$ cat config.mk
export PLATFORM = sky130hd
export DESIGN_NAME = bfsp_ram
export DESIGN_NICKNAME = d
export VERILOG_FILES = /design/src/hdl/bfsp_ram.sv
export SDC_FILE = /design/constraint.sdc
export NUM_CORES = 1
export LEC_CHECK = 0
export BUFFER_PORTS_ARGS = -buffer_cell sky130_fd_sc_hd__buf_4
export CORE_ASPECT_RATIO = 1.4
export CORE_MARGIN = 10
export CORE_UTILIZATION = 34
export CTS_CLUSTER_SIZE = 40
export DETAILED_ROUTE_END_ITERATION = 16
export SLEW_MARGIN = 30
export SYNTH_ARGS = -nofsm -noshare
export SYNTH_HDL_FRONTEND = slang
export SYNTH_SLANG_ARGS = --single-unit
$ cat constraint.sdc
create_clock -name clk_i -period 5.6 [get_ports clk_i]
set_input_delay 0.28 -clock clk_i [delete_from_list [all_inputs] [get_ports clk_i]]
set_output_delay 0.28 -clock clk_i [all_outputs]
set_load 0.03 [all_outputs]
$ cat src/hdl/bfsp_ram.sv
module bfsp_ram #(
  parameter int WIDTH = 32,
  parameter int DEPTH = 2
) (
  input  logic                     clk_i,
  input  logic                     we_i,
  input  logic [$clog2(DEPTH)-1:0] waddr_i,
  input  logic [WIDTH-1:0]         wdata_i,
  input  logic [$clog2(DEPTH)-1:0] raddr_i,
  output logic [WIDTH-1:0]         rdata_o
);

  logic [WIDTH-1:0] mem [DEPTH];

  // Single write port, registered read that returns the old data on a collision.
  always_ff @(posedge clk_i) begin
    if (we_i) begin
      mem[waddr_i] <= wdata_i;
    end
    rdata_o <= mem[raddr_i];
  end

endmodule

# Word level (Yosys, flattened, before mapping)
# Memories as Yosys holds them, arrays and structs flattened. A register that Yosys moved wholly into a read port is not among the register bits.
# Index checks and enable logic that the tools add are counted.
[word_totals]
ff_bits = 0
latch_bits = 0
mem_bits_rw = 64
romBits = 0
inputBits = 36
output_inout_bits = 32
wordCells = 3
memories = 1
[classes]
add_sub_neg = 0
n_mul = 0
div = 0
magnitude_cmp = 0
eq_ne = 0
shifts = 0
mux = 2
bitwise_logic = 0
reduce_logical = 0
[mem_list]
columns = ["memory", "depth", "width", "read_ports", "rd_clocked_by_memory_dff", "wr", "line", "rtl"]
rows = [
  ["mem", 2, 32, 1, 1, 1, "13", "logic [WIDTH-1:0] mem [DEPTH];"],
]
[ops]
columns = ["cell", "n"]
rows = [
  ["$mux W1", 2],
]

# Longest topological paths before layout
[logic_depth]
ltp_word = 2
mapped_depth = 3
mapped_depth_nobuf = 1

# Least setup slack after synthesis
# OpenSTA, ideal clock, no wires.
[synth_path]
path_type = "input to register"
startpoint = "in waddr_i"
endpoint = "mem mem[0][0], enable pin"
setup_ns = 0.425
arrival_ns = 1.732
required_ns = 5.175
slack_ns = 3.442
path_stages = 1
n_path_buf = 0
path_cell_list = "nor2b_1"
[synth_lines]
columns = ["item", "line", "rtl"]
rows = [
  ["start: declaration", "7", "input logic [$clog2(DEPTH)-1:0] waddr_i,"],
  ["end: declaration", "13", ""],
]
# No word-level cell before the write port.

# Final worst setup path
[layout_path]
startpoint = "in waddr_i"
endpoint = "mem mem[0][15], enable pin"
# No word-level cell before the write port.

==> flow_metrics.tcl <==
set metrics [dict create \
    timing.final.setup_violations 0 \
    synthDominantAreaCellType "sky130_fd_sc_hd__edfxtp_1" \
    cts_root_buf "sky130_fd_sc_hd__clkbuf_16" \
    r2r_cells 1 \
    startpoint "waddr_i" \
    cap_viol_max_count 0 \
    antenna_found_initial 0 \
    chipWidth_um 101.0 \
    syn_nets 170 \
    setup_repair_after_global_routing_missed_its_margin "false" \
    rows 41 \
    avgViaCountPerCell 4.234 \
    synth_top_area_share_pct 61.61 \
    mappedNetlistArea_mm2 0.003119 \
    timing.critical_path.from_type "input port" \
    hold_buffers 0 \
    post_layout_cell_count 320 \
    cell_types_with_the_highest_counts_after_synthesis "sky130_fd_sc_hd__edfxtp_1 (64), sky130_fd_sc_hd__dfxtp_1 (32), sky130_fd_sc_hd__mux2_4 (30)" \
    final.min_clock_period_ns 1.189 \
    fillerInstances 783 \
    place_worst_setup_slack_ns 4.001 \
    floorplan.core_area_mm2 0.008977 \
    final_max_slew_viol_count 0 \
    design.die.area_mm2 0.01346 \
    grt-ovfl-total 0 \
    clkSlewWorstSetupHoldPaths_ns 0.06 \
    place_congestion 0.6538 \
    worstPathArrival_ns 1.14 \
    post-route-drc-count 0 \
    dieHeight_um 133.3 \
    cts_num_sinks 96 \
    synth_top_flop_cell "sky130_fd_sc_hd__edfxtp_1" \
    power.density_mw_per_mm2 387.1 \
    floorplan.io_pins 68 \
    timing.final.crit_share_pct 21.23 \
    synthToLayoutAreaGrowth_pct 27.52 \
    timing.slew.headroom_pct 36.78 \
    critical_path.endpoint "mem[0][15]" \
    synthArstFlopShare_pct 0 \
    least_setup_slack_across_all_paths_after_layout_ns 4.411 \
    ys_seq_elements 96 \
    slew_of_the_pin_with_the_lowest_slew_margin_ns 0.9463 \
    final_layout_size_suffix_gt1_share_pct 53.05 \
    post-route-cell-area_mm2 0.003978 \
    drt-initial-drc-count 50 \
    cts.repair.resized 0 \
    path_class "in -> reg" \
    timing.final.hold_violations 0 \
    port_buffers 67 \
    finalWirelength_um 5069 \
    tritoncts "done" \
    worstHoldPathType "in -> reg" \
    yosysMostFrequentCell "sky130_fd_sc_hd__edfxtp_1" \
    gr-max-usage-layer "met2" \
    cp_num_buf_inv 1 \
    crit_fanout 32 \
    max_freq_mhz 841.3 \
    firstDrtPassIters 6 \
    worst_r2r_startpoint "mem[0][14]" \
    cts_buffer_depth 2 \
    wire_per_inst_um 15.84 \
    worstSetupPathDepth 2 \
    post-place-cells 305 \
    synthTopCellsByArea "sky130_fd_sc_hd__edfxtp_1 (62%), sky130_fd_sc_hd__dfxtp_1 (21%), sky130_fd_sc_hd__mux2_4 (14%), sky130_fd_sc_hd__buf_12 (1.9%), sky130_fd_sc_hd__mux2_2 (0.72%)" \
    static-leakage-power_nw 1.598 \
    critical_path.slowest_cell "sky130_fd_sc_hd__nor2b_4" \
    rr_endpoint "rdata_o[14]" \
    synthesis.instances 134 \
    final_nets 245 \
    globalRouteMet3Util_pct 3.778 \
    yosys_warnings 0 \
    cp.required_ns 5.56 \
    synth_cell_type_count 8 \
    globalRouteTotalUtil_pct 7.807 \
    cts_max_level 3 \
    placedInstanceArea_mm2 0.003700 \
    timing.setup.tns_ns 0 \
    use_met1_pct 6.626 \
    global_route_wire_length_before_repair_um 7721 \
    count_of_antenna_violating_nets_left_after_detailed_routing 0 \
    tritoncts.num_buffers 9 \
    grt_start_max_net_pins 33 \
    floorplan.initialDensity_pct 34.75 \
    end_kind "flop" \
    via_count 1355 \
    synthesized_area_per_cell_um2 23.28 \
    outcome "finished clean" \
    timing.critical_path.slowest_cell_delay_ns 0.73 \
    clock_latency_ns 0.33 \
    vdd.ir_drop.worst_v 0.0001526 \
    synth_edf_count 64 \
    grt_pass1_vias 1512 \
    fin_worst_skew_ns 0.003302 \
    antenna_cells 0 \
    synth_sequential_area_ratio_pct 82.15 \
    post-cts-setup-buffer-count 0 \
    timing.critical_path.cells "buf_4 > nor2b_4" \
    global_route.usage.met2_pct 13.70 \
    crit_family "simple AND/OR/NAND/NOR gates" \
    register_to_register_setup_slack_ns 4.85 \
]
## per-layer routing
metal / up-vias / wire length, um
met2: 40 / 2827
li1: 647 / -
met5: - / 0
met4: 0 / 159
met1: 660 / 1688
met3: 8 / 393
## worst min path at each step
stage | to | startpoint | cells after the start
floorplan | mem[0][0] | wdata_i[0] | 0
global placement | rdata_o[7] | mem[1][7] | 1
detailed placement | rdata_o[16] | mem[0][16] | 1
CTS | mem[1][9] | wdata_i[9] | 1
global route | mem[1][31] | wdata_i[31] | 1
finish | mem[0][24] | wdata_i[24] | 1
## cell usage in the layout (no fill, tap or decap)
cell type,Yosys,layout
sky130_fd_sc_hd__dfxtp_1,32,32
sky130_fd_sc_hd__clkbuf_1,0,3
sky130_fd_sc_hd__mux2_2,2,2
sky130_fd_sc_hd__clkbuf_8,0,3
sky130_fd_sc_hd__buf_4,0,68
sky130_fd_sc_hd__nor2b_4,0,1
sky130_fd_sc_hd__mux2_4,30,30
sky130_fd_sc_hd__clkbuf_16,0,9
sky130_fd_sc_hd__edfxtp_1,64,64
sky130_fd_sc_hd__and2_1,1,1
## registers in the layout, indices dropped and copies added (netlist names)
name and flops:
mem 64, rdata_o 32
## kinds of logic (layout without fill, tap and decap cells)
kind of cell	count (synthesis)	in the layout	share of synthesized area (%)
buffers and inverters	4	83	2.286
flip-flops	96	96	82.15
multiplexers	32	32	15.16
AND/OR/NAND/NOR	2	2	0.4014
## power by group
| part | switching [mW] | internal (mW) | total (mW) |
|---|---|---|---|
| combinational | 0.0791 | 0.0724 | 0.151 |
| sequential | 0.0135 | 0.813 | 0.826 |
| clock | 0.227 | 0.335 | 0.562 |
## stage by stage
step / power (mW) / utilization, % / hold WS, ns
6_report: 1.540 / 44.31 / 0.1271
5_1_grt: 1.596 / 44.31 / 0.1134
4_1_cts: 1.558 / 44.31 / 0.1185
3_5_place_dp: 0.9974 / 41.21 / 0.4587
3_3_place_gp: 0.9927 / 41.21 / 0.4538
2_1_floorplan: 0.9327 / - / 0.3789
## layout make-up
| cell class | count | area, um2 | area share (%) |
|---|---|---|---|
| sequential | 96 | 2562 | 64.42 |
| clock buffer | 15 | 277.8 | 6.983 |
| tap | 107 | 133.9 | 3.366 |
| timing repair buffer | 68 | 510.5 | 12.83 |
| multi-input combinational | 34 | 493.0 | 12.39 |
No activity file was read; power rests on OpenSTA's default activity.
